==> config.mk <==
export PLATFORM = sky130hd
export DESIGN_NAME = port_forwarding_decision_top_flat
export DESIGN_NICKNAME = d
export VERILOG_FILES = /design/src/sv/pfd_pkg.sv /design/src/sv/pfd_in_if.sv /design/src/sv/pfd_out_if.sv /design/src/sv/pfd_cfg_regs.sv /design/src/sv/pfd_counters.sv /design/src/sv/pfd_decide.sv /design/src/sv/port_forwarding_decision_top.sv /design/src/flat_wrapper.sv
export VERILOG_INCLUDE_DIRS = /design/src /design/src/sv
export SDC_FILE = /design/constraint.sdc
export NUM_CORES = 1
export LEC_CHECK = 0
export BUFFER_PORTS_ARGS = -buffer_cell sky130_fd_sc_hd__buf_2
export CAP_MARGIN = 10
export CORE_AREA = 3 3 317 319
export CTS_CLUSTER_DIAMETER = 150
export DETAILED_ROUTE_END_ITERATION = 8
export DIE_AREA = 0 0 320 322
export RECOVER_POWER = 50
export SLEW_MARGIN = 20
export SYNTH_ARGS = -nofsm -noshare
export SYNTH_HDL_FRONTEND = slang
export SYNTH_SLANG_ARGS = --single-unit
==> constraint.sdc <==
create_clock -name i_clk -period 16.27 [get_ports i_clk]
set_input_delay 1.627 -clock i_clk [delete_from_list [all_inputs] [get_ports i_clk]]
set_output_delay 1.627 -clock i_clk [all_outputs]
set_load 0.03 [all_outputs]
==> src/sv/port_forwarding_decision_top_assert.svh <==
// Assertion macros for the port forwarding decision block.
// Included by the top level; no other dependencies.
`ifndef PORT_FORWARDING_DECISION_TOP_ASSERT_SVH
`define PORT_FORWARDING_DECISION_TOP_ASSERT_SVH

// same-cycle implication, checked outside reset
`define PFD_ASSERT_IMP(lbl, clk, rstn, ante, cons) \
    lbl: assert property (@(posedge clk) disable iff (!rstn) (ante) |-> (cons)) \
        else $error("pfd assertion failed");

// next-cycle implication, checked outside reset
`define PFD_ASSERT_NEXT(lbl, clk, rstn, ante, cons) \
    lbl: assert property (@(posedge clk) disable iff (!rstn) (ante) |=> (cons)) \
        else $error("pfd assertion failed");

`endif

==> src/sv/pfd_pkg.sv <==
// Shared types and constants for the port forwarding decision block.
// No dependencies.
package pfd_pkg;

    localparam int LOCAL_PORTS   = 4;
    localparam int ADDRESS_BYTES = 6;
    localparam int NUM_PORTS     = LOCAL_PORTS + 1;
    localparam int MAC_W         = 8 * ADDRESS_BYTES;
    localparam int PORT_W        = 3;
    localparam int CNT_W         = 32;
    localparam int APB_DATA_W    = 64;
    localparam int APB_ADDR_W    = 6;

    localparam logic [PORT_W-1:0] UPLINK_PORT = PORT_W'(LOCAL_PORTS);

    // register indexes (byte address = 8 * index)
    localparam logic [2:0] REG_MAC_ZERO     = 3'd0;
    localparam logic [2:0] REG_MAC_ONE      = 3'd1;
    localparam logic [2:0] REG_MAC_TWO      = 3'd2;
    localparam logic [2:0] REG_MAC_THREE    = 3'd3;
    localparam logic [2:0] REG_PRESENT_MASK = 3'd4;
    localparam logic [2:0] REG_REMOTE       = 3'd5;
    localparam logic [2:0] REG_POWER_MASK   = 3'd6;

    typedef enum logic [1:0] {
        VERDICT_FORWARD = 2'd0,
        VERDICT_DROP    = 2'd1,
        VERDICT_IGNORE  = 2'd2
    } t_verdict;

    typedef struct packed {
        logic [LOCAL_PORTS-1:0][MAC_W-1:0] local_mac;
        logic [LOCAL_PORTS-1:0]            present_mask;
        logic                              remote_present;
        logic [NUM_PORTS-1:0]              power_mask;
    } t_cfg;

    typedef struct packed {
        logic [NUM_PORTS-1:0] egress_mask;
        t_verdict             verdict;
        logic                 counted;    // source accepted, counters update
        logic [CNT_W-1:0]     in_total;
        logic [CNT_W-1:0]     drop_total;
    } t_decision;

endpackage

==> src/sv/pfd_in_if.sv <==
// Header input channel: valid/ready plus one packet header.
// Depends on pfd_pkg.
interface pfd_in_if import pfd_pkg::*; ();
    logic                 valid;
    logic                 ready;
    logic [PORT_W-1:0]    source_port;
    logic [MAC_W-1:0]     dest_mac;
    logic [NUM_PORTS-1:0] link_mask;

    modport source (output valid, source_port, dest_mac, link_mask, input ready);
    modport sink   (input valid, source_port, dest_mac, link_mask, output ready);
endinterface

==> src/sv/pfd_out_if.sv <==
// Decision output channel: valid/ready plus one forwarding result.
// Depends on pfd_pkg.
interface pfd_out_if import pfd_pkg::*; ();
    logic                 valid;
    logic                 ready;
    logic [NUM_PORTS-1:0] egress_mask;
    logic [1:0]           verdict;
    logic [CNT_W-1:0]     source_in_total;
    logic [CNT_W-1:0]     source_drop_total;

    modport source (output valid, egress_mask, verdict, source_in_total, source_drop_total,
                    input ready);
    modport sink   (input valid, egress_mask, verdict, source_in_total, source_drop_total,
                    output ready);
endinterface

==> src/sv/pfd_cfg_regs.sv <==
// APB configuration registers: local MACs, present bits, power mask.
// Depends on pfd_pkg.
module pfd_cfg_regs import pfd_pkg::*; (
    input  logic                  i_clk,
    input  logic                  i_rst_n,
    input  logic                  psel,
    input  logic                  penable,
    input  logic                  pwrite,
    input  logic [APB_ADDR_W-1:0] paddr,
    input  logic [APB_DATA_W-1:0] pwdata,
    output logic [APB_DATA_W-1:0] prdata,
    output logic                  pready,
    output t_cfg                  o_cfg
);

    t_cfg       r_cfg;
    logic       wr_en;
    logic [2:0] reg_idx;

    assign pready  = 1'b1;
    assign wr_en   = psel && penable && pwrite;
    assign reg_idx = paddr[APB_ADDR_W-1:3];

    always_ff @(posedge i_clk) begin
        if (!i_rst_n) begin
            r_cfg <= '0;
        end else if (wr_en) begin
            case (reg_idx)
                REG_MAC_ZERO:     r_cfg.local_mac[0]   <= pwdata[MAC_W-1:0];
                REG_MAC_ONE:      r_cfg.local_mac[1]   <= pwdata[MAC_W-1:0];
                REG_MAC_TWO:      r_cfg.local_mac[2]   <= pwdata[MAC_W-1:0];
                REG_MAC_THREE:    r_cfg.local_mac[3]   <= pwdata[MAC_W-1:0];
                REG_PRESENT_MASK: r_cfg.present_mask   <= pwdata[LOCAL_PORTS-1:0];
                REG_REMOTE:       r_cfg.remote_present <= pwdata[0];
                REG_POWER_MASK:   r_cfg.power_mask     <= pwdata[NUM_PORTS-1:0];
                default: ;
            endcase
        end
    end

    always_comb begin
        case (reg_idx)
            REG_MAC_ZERO:     prdata = APB_DATA_W'(r_cfg.local_mac[0]);
            REG_MAC_ONE:      prdata = APB_DATA_W'(r_cfg.local_mac[1]);
            REG_MAC_TWO:      prdata = APB_DATA_W'(r_cfg.local_mac[2]);
            REG_MAC_THREE:    prdata = APB_DATA_W'(r_cfg.local_mac[3]);
            REG_PRESENT_MASK: prdata = APB_DATA_W'(r_cfg.present_mask);
            REG_REMOTE:       prdata = APB_DATA_W'(r_cfg.remote_present);
            REG_POWER_MASK:   prdata = APB_DATA_W'(r_cfg.power_mask);
            default:          prdata = '0;
        endcase
    end

    assign o_cfg = r_cfg;

endmodule

==> src/sv/pfd_counters.sv <==
// Per-port received and dropped packet counters with a single write port.
// Depends on pfd_pkg.
module pfd_counters import pfd_pkg::*; (
    input  logic              i_clk,
    input  logic              i_rst_n,
    input  logic [PORT_W-1:0] i_port,
    input  logic              i_wr_en,
    input  logic [CNT_W-1:0]  i_in_total,
    input  logic [CNT_W-1:0]  i_drop_total,
    output logic [CNT_W-1:0]  o_in_count,
    output logic [CNT_W-1:0]  o_drop_count
);

    logic [CNT_W-1:0] r_in_cnt   [NUM_PORTS];
    logic [CNT_W-1:0] r_drop_cnt [NUM_PORTS];
    logic             port_ok;

    // ports past the remote one have no counters
    assign port_ok = (i_port <= UPLINK_PORT);

    always_ff @(posedge i_clk) begin
        if (!i_rst_n) begin
            for (int i = 0; i < NUM_PORTS; i++) begin
                r_in_cnt[i]   <= '0;
                r_drop_cnt[i] <= '0;
            end
        end else if (i_wr_en && port_ok) begin
            r_in_cnt[i_port]   <= i_in_total;
            r_drop_cnt[i_port] <= i_drop_total;
        end
    end

    assign o_in_count   = port_ok ? r_in_cnt[i_port]   : '0;
    assign o_drop_count = port_ok ? r_drop_cnt[i_port] : '0;

endmodule

==> src/sv/pfd_decide.sv <==
// Forwarding decision for one header: ignore, flood, unicast match, fallback, drop.
// Depends on pfd_pkg.
module pfd_decide import pfd_pkg::*; (
    input  t_cfg                 i_cfg,
    input  logic [PORT_W-1:0]    i_source_port,
    input  logic [MAC_W-1:0]     i_dest_mac,
    input  logic [NUM_PORTS-1:0] i_link_mask,
    input  logic [CNT_W-1:0]     i_in_count,
    input  logic [CNT_W-1:0]     i_drop_count,
    output t_decision            o_dec
);

    logic                   src_in_range;
    logic                   src_local;
    logic                   src_exists;
    logic                   src_active;
    logic                   is_flood;
    logic [NUM_PORTS-1:0]   linked;
    logic [NUM_PORTS-1:0]   src_onehot;
    logic [LOCAL_PORTS-1:0] cand;
    logic [NUM_PORTS-1:0]   target;
    logic [NUM_PORTS-1:0]   flood_mask;
    logic                   drop;

    assign src_in_range = (i_source_port <= UPLINK_PORT);
    assign src_local    = (i_source_port < UPLINK_PORT);
    assign src_onehot   = src_in_range ? NUM_PORTS'(1) << i_source_port : '0;
    assign src_exists   = src_local ? |(i_cfg.present_mask & src_onehot[LOCAL_PORTS-1:0])
                                    : i_cfg.remote_present;
    assign src_active   = src_in_range && src_exists && |(i_cfg.power_mask & src_onehot);

    assign is_flood = &i_dest_mac;
    assign linked   = i_link_mask & i_cfg.power_mask;

    assign flood_mask = {src_local && i_cfg.remote_present && linked[NUM_PORTS-1],
                         i_cfg.present_mask & linked[LOCAL_PORTS-1:0]
                                            & ~src_onehot[LOCAL_PORTS-1:0]};

    always_comb begin
        for (int p = 0; p < LOCAL_PORTS; p++) begin
            cand[p] = i_cfg.present_mask[p] && i_cfg.power_mask[p] &&
                      (i_cfg.local_mac[p] == i_dest_mac);
        end
    end

    // first matching local port wins; remote is the fallback for local sources
    always_comb begin
        target = '0;
        for (int p = LOCAL_PORTS - 1; p >= 0; p--) begin
            if (cand[p]) begin
                target = NUM_PORTS'(1) << p;
            end
        end
        if (!(|cand) && src_local && i_cfg.remote_present) begin
            target = NUM_PORTS'(1) << UPLINK_PORT;
        end
    end

    assign drop = !is_flood && !(|(target & linked));

    always_comb begin
        o_dec.counted     = src_active;
        o_dec.egress_mask = '0;
        o_dec.verdict     = VERDICT_IGNORE;
        o_dec.in_total    = i_in_count;
        o_dec.drop_total  = i_drop_count;
        if (src_active) begin
            o_dec.in_total = i_in_count + CNT_W'(1);
            if (is_flood) begin
                o_dec.verdict     = VERDICT_FORWARD;
                o_dec.egress_mask = flood_mask;
            end else if (drop) begin
                o_dec.verdict    = VERDICT_DROP;
                o_dec.drop_total = i_drop_count + CNT_W'(1);
            end else begin
                o_dec.verdict     = VERDICT_FORWARD;
                o_dec.egress_mask = target;
            end
        end
    end

endmodule

==> src/sv/port_forwarding_decision_top.sv <==
// Port forwarding decision block for a four-port switch with one remote uplink.
//
// Channels: i_in carries one packet header per transfer (source port,
// destination MAC, far-end link mask); o_out carries one decision per header
// (egress mask, verdict, updated received/dropped totals of the source port).
// The APB port writes and reads the local MACs, present bits and power mask;
// change them only while no header is in flight.
// Path: a taken header sits in the input register, the decision is computed
// in one pass and registered in the output register, visible on o_out from
// then on. Throughput: one header per cycle while o_out does not stall, set by
// the single counter read-modify-write per pass, done before the next header.
// Reset (synchronous, active low) clears both stages, all configuration
// registers and all per-port counters.
// When o_out stalls, the finished decision holds in the output register and
// one more header is taken into the input register; then i_in.ready drops
// until the receiver takes the pending transfer.
module port_forwarding_decision_top import pfd_pkg::*; (
    input  logic                  i_clk,
    input  logic                  i_rst_n,
    pfd_in_if.sink                i_in,
    pfd_out_if.source             o_out,
    input  logic                  psel,
    input  logic                  penable,
    input  logic                  pwrite,
    input  logic [APB_ADDR_W-1:0] paddr,
    input  logic [APB_DATA_W-1:0] pwdata,
    output logic [APB_DATA_W-1:0] prdata,
    output logic                  pready
);

    `include "port_forwarding_decision_top_assert.svh"

    t_cfg      cfg;
    t_decision dec;

    logic                 r_in_valid;
    logic [PORT_W-1:0]    r_in_src;
    logic [MAC_W-1:0]     r_in_mac;
    logic [NUM_PORTS-1:0] r_in_link;

    logic                 r_out_valid;
    logic [NUM_PORTS-1:0] r_out_egress;
    t_verdict             r_out_verdict;
    logic [CNT_W-1:0]     r_out_in_total;
    logic [CNT_W-1:0]     r_out_drop_total;

    logic [CNT_W-1:0] in_count;
    logic [CNT_W-1:0] drop_count;
    logic             advance;
    logic             in_xfer;

    pfd_cfg_regs u_cfg (
        .i_clk   (i_clk),
        .i_rst_n (i_rst_n),
        .psel    (psel),
        .penable (penable),
        .pwrite  (pwrite),
        .paddr   (paddr),
        .pwdata  (pwdata),
        .prdata  (prdata),
        .pready  (pready),
        .o_cfg   (cfg)
    );

    pfd_counters u_cnt (
        .i_clk        (i_clk),
        .i_rst_n      (i_rst_n),
        .i_port       (r_in_src),
        .i_wr_en      (advance && dec.counted),
        .i_in_total   (dec.in_total),
        .i_drop_total (dec.drop_total),
        .o_in_count   (in_count),
        .o_drop_count (drop_count)
    );

    pfd_decide u_dec (
        .i_cfg         (cfg),
        .i_source_port (r_in_src),
        .i_dest_mac    (r_in_mac),
        .i_link_mask   (r_in_link),
        .i_in_count    (in_count),
        .i_drop_count  (drop_count),
        .o_dec         (dec)
    );

    // decision moves to the output register when that slot is free or draining
    assign advance    = r_in_valid && (!r_out_valid || o_out.ready);
    assign i_in.ready = !r_in_valid || advance;
    assign in_xfer    = i_in.valid && i_in.ready;

    always_ff @(posedge i_clk) begin
        if (!i_rst_n) begin
            r_in_valid <= 1'b0;
        end else if (in_xfer) begin
            r_in_valid <= 1'b1;
        end else if (advance) begin
            r_in_valid <= 1'b0;
        end
    end

    always_ff @(posedge i_clk) begin
        if (in_xfer) begin
            r_in_src  <= i_in.source_port;
            r_in_mac  <= i_in.dest_mac;
            r_in_link <= i_in.link_mask;
        end
    end

    always_ff @(posedge i_clk) begin
        if (!i_rst_n) begin
            r_out_valid <= 1'b0;
        end else if (advance) begin
            r_out_valid <= 1'b1;
        end else if (o_out.ready) begin
            r_out_valid <= 1'b0;
        end
    end

    always_ff @(posedge i_clk) begin
        if (advance) begin
            r_out_egress     <= dec.egress_mask;
            r_out_verdict    <= dec.verdict;
            r_out_in_total   <= dec.in_total;
            r_out_drop_total <= dec.drop_total;
        end
    end

    assign o_out.valid             = r_out_valid;
    assign o_out.egress_mask       = r_out_egress;
    assign o_out.verdict           = r_out_verdict;
    assign o_out.source_in_total   = r_out_in_total;
    assign o_out.source_drop_total = r_out_drop_total;

    `PFD_ASSERT_IMP(a_no_egress_unless_fwd, i_clk, i_rst_n,
        r_out_valid && (r_out_verdict != VERDICT_FORWARD), r_out_egress == '0)
    `PFD_ASSERT_IMP(a_full_stall_blocks_in, i_clk, i_rst_n,
        r_in_valid && r_out_valid && !o_out.ready, !i_in.ready)
    `PFD_ASSERT_NEXT(a_drop_counts_one_more, i_clk, i_rst_n,
        advance && (dec.verdict == VERDICT_DROP),
        r_out_drop_total == $past(drop_count) + CNT_W'(1))

endmodule
==> src/flat_wrapper.sv <==
// flat-port wrapper written by rule: the top's interface ports become plain ports
module port_forwarding_decision_top_flat import pfd_pkg::*;
  (i_clk, i_rst_n, psel, penable, pwrite, paddr, pwdata, prdata, pready, i_in_valid, i_in_source_port, i_in_dest_mac, i_in_link_mask, i_in_ready, o_out_valid, o_out_egress_mask, o_out_verdict, o_out_source_in_total, o_out_source_drop_total, o_out_ready);
  pfd_in_if i_in_i ();
  pfd_out_if o_out_i ();
  input  logic i_clk;
  input  logic i_rst_n;
  input  logic psel;
  input  logic penable;
  input  logic pwrite;
  input  logic [APB_ADDR_W-1:0] paddr;
  input  logic [APB_DATA_W-1:0] pwdata;
  output logic [APB_DATA_W-1:0] prdata;
  output logic pready;
  input wire logic [$bits(i_in_i.valid)-1:0] i_in_valid;
  input wire logic [$bits(i_in_i.source_port)-1:0] i_in_source_port;
  input wire logic [$bits(i_in_i.dest_mac)-1:0] i_in_dest_mac;
  input wire logic [$bits(i_in_i.link_mask)-1:0] i_in_link_mask;
  output wire logic [$bits(i_in_i.ready)-1:0] i_in_ready;
  output wire logic [$bits(o_out_i.valid)-1:0] o_out_valid;
  output wire logic [$bits(o_out_i.egress_mask)-1:0] o_out_egress_mask;
  output wire logic [$bits(o_out_i.verdict)-1:0] o_out_verdict;
  output wire logic [$bits(o_out_i.source_in_total)-1:0] o_out_source_in_total;
  output wire logic [$bits(o_out_i.source_drop_total)-1:0] o_out_source_drop_total;
  input wire logic [$bits(o_out_i.ready)-1:0] o_out_ready;
  assign i_in_i.valid = i_in_valid;
  assign i_in_i.source_port = i_in_source_port;
  assign i_in_i.dest_mac = i_in_dest_mac;
  assign i_in_i.link_mask = i_in_link_mask;
  assign i_in_ready = i_in_i.ready;
  assign o_out_valid = o_out_i.valid;
  assign o_out_egress_mask = o_out_i.egress_mask;
  assign o_out_verdict = o_out_i.verdict;
  assign o_out_source_in_total = o_out_i.source_in_total;
  assign o_out_source_drop_total = o_out_i.source_drop_total;
  assign o_out_i.ready = o_out_ready;
  port_forwarding_decision_top u_core (.i_clk(i_clk), .i_rst_n(i_rst_n), .i_in(i_in_i), .o_out(o_out_i), .psel(psel), .penable(penable), .pwrite(pwrite), .paddr(paddr), .pwdata(pwdata), .prdata(prdata), .pready(pready));
endmodule
== After elaboration in Yosys (flattened, before gate mapping) ==
Memory sizes are Yosys's and may differ from the RTL's. A register that Yosys moved wholly into a read port is not among the register bits.
Cells that the tools add are included.

* Bits in registers: 331
* Bits in writable memories: 320
* Output and inout port bits: 138
* Word-level logic and storage cells: 120
* Memories kept: 2

* Add/subtract/negate cells: 2
* Magnitude comparators: 2
* Equal/unequal tests: 10
* Shift-type cells: 1
* Muxes and demuxes: 32
* Bitwise logic cells: 8
* Reductions and logical operators: 46

{| class="wikitable"
|+ Memories
! memory !! depth !! width !! read ports !! clocked after Yosys merged registers in !! write ports !! RTL line !! text
|-
| u_core.u_cnt.r_drop_cnt || 5 || 32 || 1 || 1 || 5 || pfd_counters.sv:15 || <nowiki>logic [CNT_W-1:0] r_drop_cnt [NUM_PORTS];</nowiki>
|-
| u_core.u_cnt.r_in_cnt || 5 || 32 || 1 || 1 || 5 || pfd_counters.sv:14 || <nowiki>logic [CNT_W-1:0] r_in_cnt [NUM_PORTS];</nowiki>
|}

{| class="wikitable"
|+ Operators with widths
! kind !! number
|-
| $pmux W48 S7 || 1
|-
| $eq A48 B48 Y1 || 4
|-
| $mux W32 || 6
|-
| $add A32 B1 Y32 const B || 2
|-
| $mux W64 || 1
|-
| $reduce_or A32 Y1 || 2
|-
| $reduce_and A48 Y1 || 1
|-
| $mux W5 || 6
|-
| $logic_and A1 B1 Y1 || 21
|-
| $and A5 B5 Y5 || 3
|-
| $reduce_and A2 Y1 || 7
|-
| $and A4 B4 Y4 || 3
|-
| $mux W1 || 12
|-
| $mux W3 || 4
|-
| $reduce_or A5 Y1 || 2
|-
| $eq A3 B3 Y1 const B || 3
|-
| $reduce_or A4 Y1 || 2
|-
| $mux W7 || 1
|-
| $eq A3 B2 Y1 const B || 2
|-
| $logic_not A1 Y1 || 5
|-
| $shl A1 B3 Y5 const A || 1
|-
| $mux W4 || 1
|-
| $not A4 Y4 || 1
|-
| $reduce_bool A2 Y1 || 2
|-
| other kinds (7) || 8
|}

== Logic depth before layout (Yosys ltp) ==
Gate-level depths: netlist of the first run.

* Word-level depth: 15
* Mapped depth: 17
* Gate-level depth less buffers: 10

== Modules after synthesis ==
A second synthesis of the first run with hierarchy kept.

* Cell total of the unflattened synthesis: 3065
* Area total of the unflattened synthesis: 38664.6 sq um

{| class="wikitable"
|+ By module, submodules not included
! module !! instances !! cells an instance !! area an instance (sq um) !! seq. area each (sq um)
|-
| pfd_counters || 1 || 1429 || 21214.1 || 14834.2
|-
| pfd_cfg_regs || 1 || 865 || 9173.8 || 4043.9
|-
| pfd_decide || 1 || 633 || 4349.2 || 0.0
|-
| port_forwarding_decision_top || 1 || 138 || 3927.5 || 3853.7
|}

== Worst setup path after synthesis of the first run ==
No wires, ideal clock.

* Path type: input port to flip-flop
* Start point: input port o_out_ready
* End point: memory u_core.u_cnt.r_drop_cnt[1][0] (enable)
* Library setup time: 0.424 ns
* Arrival time: 7.287 ns
* Data required time: 15.846 ns
* Setup slack: 8.559 ns
* Cell stages on the path: 8
* Cell sequence: nor2b_1 -> nor2b_1 -> nand3_1 -> nor2_1 -> nand3_1 -> buf_6 -> clkbuf_1 -> nand2_1

{| class="wikitable"
|+ RTL lines
! what !! RTL line !! text
|-
| start: declaration || flat_wrapper.sv:25 || <nowiki>input wire logic [$bits(o_out_i.ready)-1:0] o_out_ready;</nowiki>
|-
| end: declaration || pfd_counters.sv:15 ||
|}

==> impl_metrics.env, run 1 <==
export IMPL_status="finished, violations left"
export IMPL_failed_checks="capacitance limit, slew limit"
export IMPL_utilization_pct=45.2
export IMPL_combPwrFrac_pct=8.9
export IMPL_cts_root_buf="clkbuf_16"
export IMPL_stdcell_area_sq_mm=0.0443
export IMPL_clkPwrFrac_pct=40.1
export IMPL_start_util_pct=39.9
export IMPL_cp_required_ns=16.61
export IMPL_synth_async_reset_ratio_pct=0
export IMPL_drive_gt1_share_pct=13.9
export IMPL_dieHeight_um=322
export IMPL_avgRoutedWirePerCell_um=23.0
export IMPL_cts_buffers=91
export IMPL_dp_hpwl_mm=72.4
export IMPL_setup_worst_path_start_class="input pin"
export IMPL_grt_setup_unrepaired="no"
export IMPL_first_iter_violations=2539
export IMPL_worstHoldEndpoint="u_core.u_cfg.o_cfg[17]"
export IMPL_cts_hold_buf=0
export IMPL_yosysSeqAreaShare_pct=59.6
export IMPL_fmax_ghz=0.103
export IMPL_first_global_vias=25700
export IMPL_worst_pin_slew_ns=4.48
export IMPL_hold_start="u_core.u_cfg.o_cfg[17]"
export IMPL_worstPathMaxFanout=65
export IMPL_cts_resized=0
export IMPL_clk_latency_ns=0.68
export IMPL_viasPerCell=5.30
export IMPL_power_switching_w=0.00122
export IMPL_grt_max_degree=103
export IMPL_fin_nets=3657
export IMPL_core_sq_mm=0.0981
export IMPL_fin_crit_ns=9.74
export IMPL_antenna_found_initial=12
export IMPL_portBuffers=234
export IMPL_grt_ovfl_total=0
export IMPL_slew_headroom_pct=-198
export IMPL_slowest_stage="clkbuf_1"
export IMPL_p_seq_share_pct=51.1
export IMPL_hp_class="reg -> reg"
export IMPL_crit_type="in -> reg"
export IMPL_pre_cts_ws_ns=10.67
export IMPL_setup_viol=0
export IMPL_firstDrtPassIters=6
export IMPL_grtUsageTotal_pct=21.6
export IMPL_cp_end_kind="flop"
export IMPL_syn_avg_cell_area_sq_um=12.3
export IMPL_p_per_area_mw_per_mm2=110
export IMPL_synthCells=3194
export IMPL_crit_chain="buf_2 > nor2b_1 > nor2b_4 > clkbuf_1 > nand3_1 > nor2_1 > nand3_4 > clkbuf_1 > nand2_1 > buf_4"
export IMPL_register_area_sq_mm=0.0233
export IMPL_synth_cell_area_sq_mm=0.0392
export IMPL_drc=0
export IMPL_hold_path_cell_count=2
export IMPL_place_area_sq_mm=0.0418
export IMPL_post_cts_buffers=0
export IMPL_reg2reg_depth=9
export IMPL_finalWirelength_mm=112
export IMPL_detail_route_antenna_nets=0
export IMPL_r2r_end="u_core.u_cnt.r_in_cnt[0][27]"
export IMPL_power_w=0.00490
export IMPL_power_leakage_nw=16.2
export IMPL_fillers=9110
export IMPL_ys_ff_latch=846
export IMPL_cts_tree="built"
export IMPL_clockBufferDepth=3
export IMPL_clock_skew_ns=0.0534
export IMPL_syn_to_final_growth_pct=13.2
export IMPL_rrSetupSlack_ns=7.18
export IMPL_die_x_um=320
export IMPL_num_vias=25900
export IMPL_cap_violations=23
export IMPL_dieArea_sq_mm=0.103
export IMPL_synth_cell_types=92
export IMPL_most_common_layout_cells="edfxtp_1 (639), nand2_1 (533), nor2_1 (381)"
export IMPL_cts_sinks=846
export IMPL_ioPinCount=271
export IMPL_setup_tns_ns=0
export IMPL_rows=115
export IMPL_yosys_warnings=0
export IMPL_fin_crit_sh_pct=59.9
export IMPL_vdd_drop_max_mv=0.0779
export IMPL_final_common_cell="edfxtp_1"
export IMPL_worst_path_largest_cell_delay_ns=3.02
export IMPL_synth_edff_count=639
export IMPL_p_sw_share_pct=24.9
export IMPL_clk_pin_slew_worst_paths_ns=0.06
export IMPL_grt_first_pass_wirelength_mm=167
export IMPL_ys_flop_type="edfxtp_1"
export IMPL_maxSlewViolCount=1063
export IMPL_place_congestion=0.937
export IMPL_internal_power_w=0.00368
export IMPL_crit_path_frequent_cell="clkbuf_1"
export IMPL_arrival_ns=10.08
export IMPL_multiInputGateArea_sq_mm=0.0149
export IMPL_htree_levels=3
export IMPL_fin_ws_ns=6.53
export IMPL_hold_viol=0
## sequential cells by signal (all words and copies together), names as in the netlist, named ones only
| register | count |
|---|---|
| u_core.r_in_mac | 48 |
| u_core.o_out.egress_mask | 5 |
| u_core.r_in_src | 3 |
| u_core.o_out.verdict | 2 |
| u_core.o_out.source_in_total | 32 |
| u_core.u_cfg.o_cfg | 202 |
| u_core.u_cnt.r_drop_cnt | 256 |
| u_core.r_in_link | 5 |
| u_core.o_out.source_drop_total | 32 |
| u_core.r_in_valid | 1 |
| u_core.o_out.valid | 1 |
| u_core.u_cnt.r_in_cnt | 256 |
## layer usage
layer  vias up  part of all wire [%]  global-route usage [%]
li1      11800                     -                       -
met1     12900                    42                    29.2
met2      1015                    46                    34.6
met3       215                   7.7                    4.16
met4         6                   3.8                    8.42
met5         -                 0.042                       0
## synth_stat cells (21+ instances only)
library cell	count	area share [%]
a21oi_1	33	0.42
nand2_1	535	5.1
nand4_1	35	0.56
xnor2_1	40	0.89
clkbuf_1	157	1.5
xor2_1	162	3.6
nor3_1	21	0.27
mux4_2	116	6.7
buf_6	25	0.72
a21boi_0	192	3.7
buf_4	26	0.50
nor4_1	57	0.91
nor2_1	382	3.7
nor2b_1	71	1.1
a22oi_1	90	1.7
dfxtp_1	207	11
nand3_1	40	0.51
edfxtp_1	639	49
mux2i_1	66	1.7
inv_1	78	0.75
## logic make-up after synthesis
logic type | count (synthesis) | synth area share (%)
and+or+nand+nor | 1234 | 14.7
xor gates and xnor gates | 222 | 5.35
adders and majority gates | 2 | 0.0639
buffers and inverters | 326 | 4.33
DFF | 846 | 59.6
AOI/OAI and AO/OA | 363 | 6.88
other | 2 | 0.0192
muxes | 199 | 9.12
## power groups by stage
stage	clock [W]	combinational, W	sequential, W
after floorplan	0	0.000310	0.00253
after global placement	0	0.000436	0.00254
after detailed placement	0	0.000437	0.00254
after CTS	0.00201	0.000439	0.00250
after global routing	0.00209	0.000472	0.00251
final	0.00196	0.000434	0.00250
## worst max-delay path: cells and delay by family
family                 cells  cell delay [ns]
buffers and inverters      4             4.86
AND/OR/NAND/NOR            6             3.47
## final cells by class
cell class | count | area share (%)
clock buffers | 123 | 5.54
well taps | 1287 | 3.63
multi-input cells | 2229 | 33.7
diodes | 8 | 0.0452
inverters | 80 | 0.677
flip-flops and latches | 846 | 52.6
clock inverters | 47 | 0.821
repair buffers | 274 | 2.96
## how the worst max path moves through the flow
stage | end | start | depth (start not counted)
after CTS | u_core.u_cnt.r_in_cnt[7][30] | flop | 12
after detailed placement | u_core.o_out.source_in_total[30] | flop | 12
after global routing | u_core.u_cnt.r_drop_cnt[1][11] | o_out_ready | 10
after floorplan | u_core.u_cnt.r_drop_cnt[1][0] | o_out_ready | 8
after global placement | u_core.o_out.source_in_total[30] | flop | 12
final | u_core.u_cnt.r_drop_cnt[1][11] | o_out_ready | 10
## stage by stage
step                hold slack (ns)  instances
finish                        0.495       4894
global route                  0.505       4890
global placement              0.472       4716
floorplan                     0.457       3401
CTS                           0.489       4886
detailed placement            0.481       4716
Note: power is estimated with default switching activity, not from simulation.
==> inputs of run 2 (changes only) <==
==> constraint.sdc (replaced) <==
create_clock -name i_clk -period 8.7 [get_ports i_clk]
set_input_delay 0.87 -clock i_clk [delete_from_list [all_inputs] [get_ports i_clk]]
set_output_delay 0.87 -clock i_clk [all_outputs]
set_load 0.03 [all_outputs]
==> impl_metrics.env, run 2 (synthesis results as in run 1) <==
export IMPL_status="finished, violations left"
export IMPL_failed_checks="capacitance limit, slew limit"
export IMPL_worst_path_largest_cell_delay_ns=2.14
export IMPL_core_sq_mm=0.0981
export IMPL_grtUsageTotal_pct=21.6
export IMPL_cts_hold_buf=0
export IMPL_worst_pin_slew_ns=3.96
export IMPL_arrival_ns=5.59
export IMPL_start_util_pct=39.9
export IMPL_antenna_found_initial=12
export IMPL_num_vias=25900
export IMPL_cp_buffers_inverters=3
export IMPL_portBuffers=234
export IMPL_crit_path_frequent_cell="clkbuf_1"
export IMPL_slew_headroom_pct=-164
export IMPL_drc=0
export IMPL_cts_buffers=91
export IMPL_drive_gt1_share_pct=13.6
export IMPL_setup_worst_path_start_class="input pin"
export IMPL_power_w=0.00942
export IMPL_cts_sinks=846
export IMPL_die_x_um=320
export IMPL_rows=115
export IMPL_crit_type="in -> out"
export IMPL_viasPerCell=5.30
export IMPL_avgRoutedWirePerCell_um=23.1
export IMPL_fin_nets=3657
export IMPL_grt_max_degree=107
export IMPL_htree_levels=3
export IMPL_register_area_sq_mm=0.0233
export IMPL_cts_root_buf="clkbuf_16"
export IMPL_fmax_ghz=0.155
export IMPL_hold_viol=0
export IMPL_slowest_stage="clkbuf_1"
export IMPL_dieArea_sq_mm=0.103
export IMPL_final_common_cell="edfxtp_1"
export IMPL_worstPathMaxFanout=41
export IMPL_grt_setup_unrepaired="no"
export IMPL_place_congestion=0.949
export IMPL_first_global_vias=26000
export IMPL_clockBufferDepth=3
export IMPL_ioPinCount=271
export IMPL_hold_ws_ns=0.379
export IMPL_crit_chain="clkbuf_1 > nor2b_1 > and2_0 > clkbuf_1 > a22oi_1 > nand2_1 > clkbuf_1"
export IMPL_cts_resized=0
export IMPL_fillers=9137
export IMPL_detail_route_antenna_nets=0
export IMPL_finalWirelength_mm=113
export IMPL_multiInputGateArea_sq_mm=0.0150
export IMPL_post_cts_buffers=0
export IMPL_most_common_layout_cells="edfxtp_1 (639), nand2_1 (532), nor2_1 (381)"
export IMPL_setup_tns_ns=0
export IMPL_cp_required_ns=7.83
export IMPL_clock_skew_ns=0.0324
export IMPL_grt_ovfl_total=0
export IMPL_critical_path_top_delay_family="buffers and inverters"
export IMPL_setup_viol=0
export IMPL_power_leakage_nw=16.1
export IMPL_maxSlewViolCount=516
export IMPL_grt_first_pass_wirelength_mm=166
export IMPL_firstDrtPassIters=5
export IMPL_first_iter_violations=2341
export IMPL_dieHeight_um=322
export IMPL_cp_end_kind="output port"
export IMPL_cap_violations=10
export IMPL_place_area_sq_mm=0.0418
export IMPL_p_per_area_mw_per_mm2=211
export IMPL_hp_class="in -> reg"
export IMPL_syn_to_final_growth_pct=13.8
export IMPL_fin_crit_sh_pct=74.3
export IMPL_cts_tree="built"
export IMPL_clk_latency_ns=0.67
export IMPL_fin_crit_ns=6.46
export IMPL_dp_hpwl_mm=71.9
export IMPL_clk_pin_slew_worst_paths_ns=0.06
export IMPL_stdcell_area_sq_mm=0.0446
export IMPL_vdd_drop_max_mv=0.146
[run 2: changes by cell type in the layout (fill, tap and decap cells not counted), moves of 3 or more]
cell,previous run,this run
bufinv_16,1,10
clkinv_16,3,0
buf_2,151,104
buf_4,21,31
clkbuf_1,127,155
clkinv_1,19,13
[run 2: power by group]
part           switching [W]  internal, W  leakage, nW  total [W]
sequential          0.000112      0.00456         8.16    0.00468
combinational       0.000535     0.000278         6.50   0.000813
clock                0.00162      0.00231         1.48    0.00393
[run 2: stage by stage]
step	utilization, %	worst slack [ns]	std cells
floorplan	-	1.75	3401
global placement	42.6	3.79	4716
detailed placement	42.6	3.78	4716
CTS	45.6	3.76	4885
global route	45.4	2.00	4887
finish	45.4	2.24	4892
[run 2: area by class of cell]
class / instances / area share [%]
sequential: 846 / 52.4
clock inverter: 51 / 1.22
timing repair buffer: 274 / 2.94
multi-input combinational: 2229 / 33.6
tap: 1287 / 3.61
antenna: 7 / 0.0393
clock buffer: 118 / 5.55
inverter: 80 / 0.674
[run 2: final timing paths]
check | startpoint | end | slack [ns] | depth (start not counted)
setup reg to reg | flop | u_core.o_out.source_in_total[18] | 2.56 | 11
hold / removal | i_in_dest_mac[15] | u_core.r_in_mac[15] | 0.38 | 1
hold reg to reg | u_core.u_cfg.o_cfg[175] | u_core.u_cfg.o_cfg[175] | 0.50 | 2
setup / recovery | paddr[4] | prdata[30] | 2.24 | 7
[run 2: layer usage]
layer  up-vias  share of wire (%)  track usage [%]  wire (um)
met4        12                3.3             7.78       3760
met3       196                7.7             4.20       8630
li1      11800                  -                -          -
met2      1032                 47             35.4      53400
met1     12900                 42             28.7      47000
met5         -              0.072                0         81
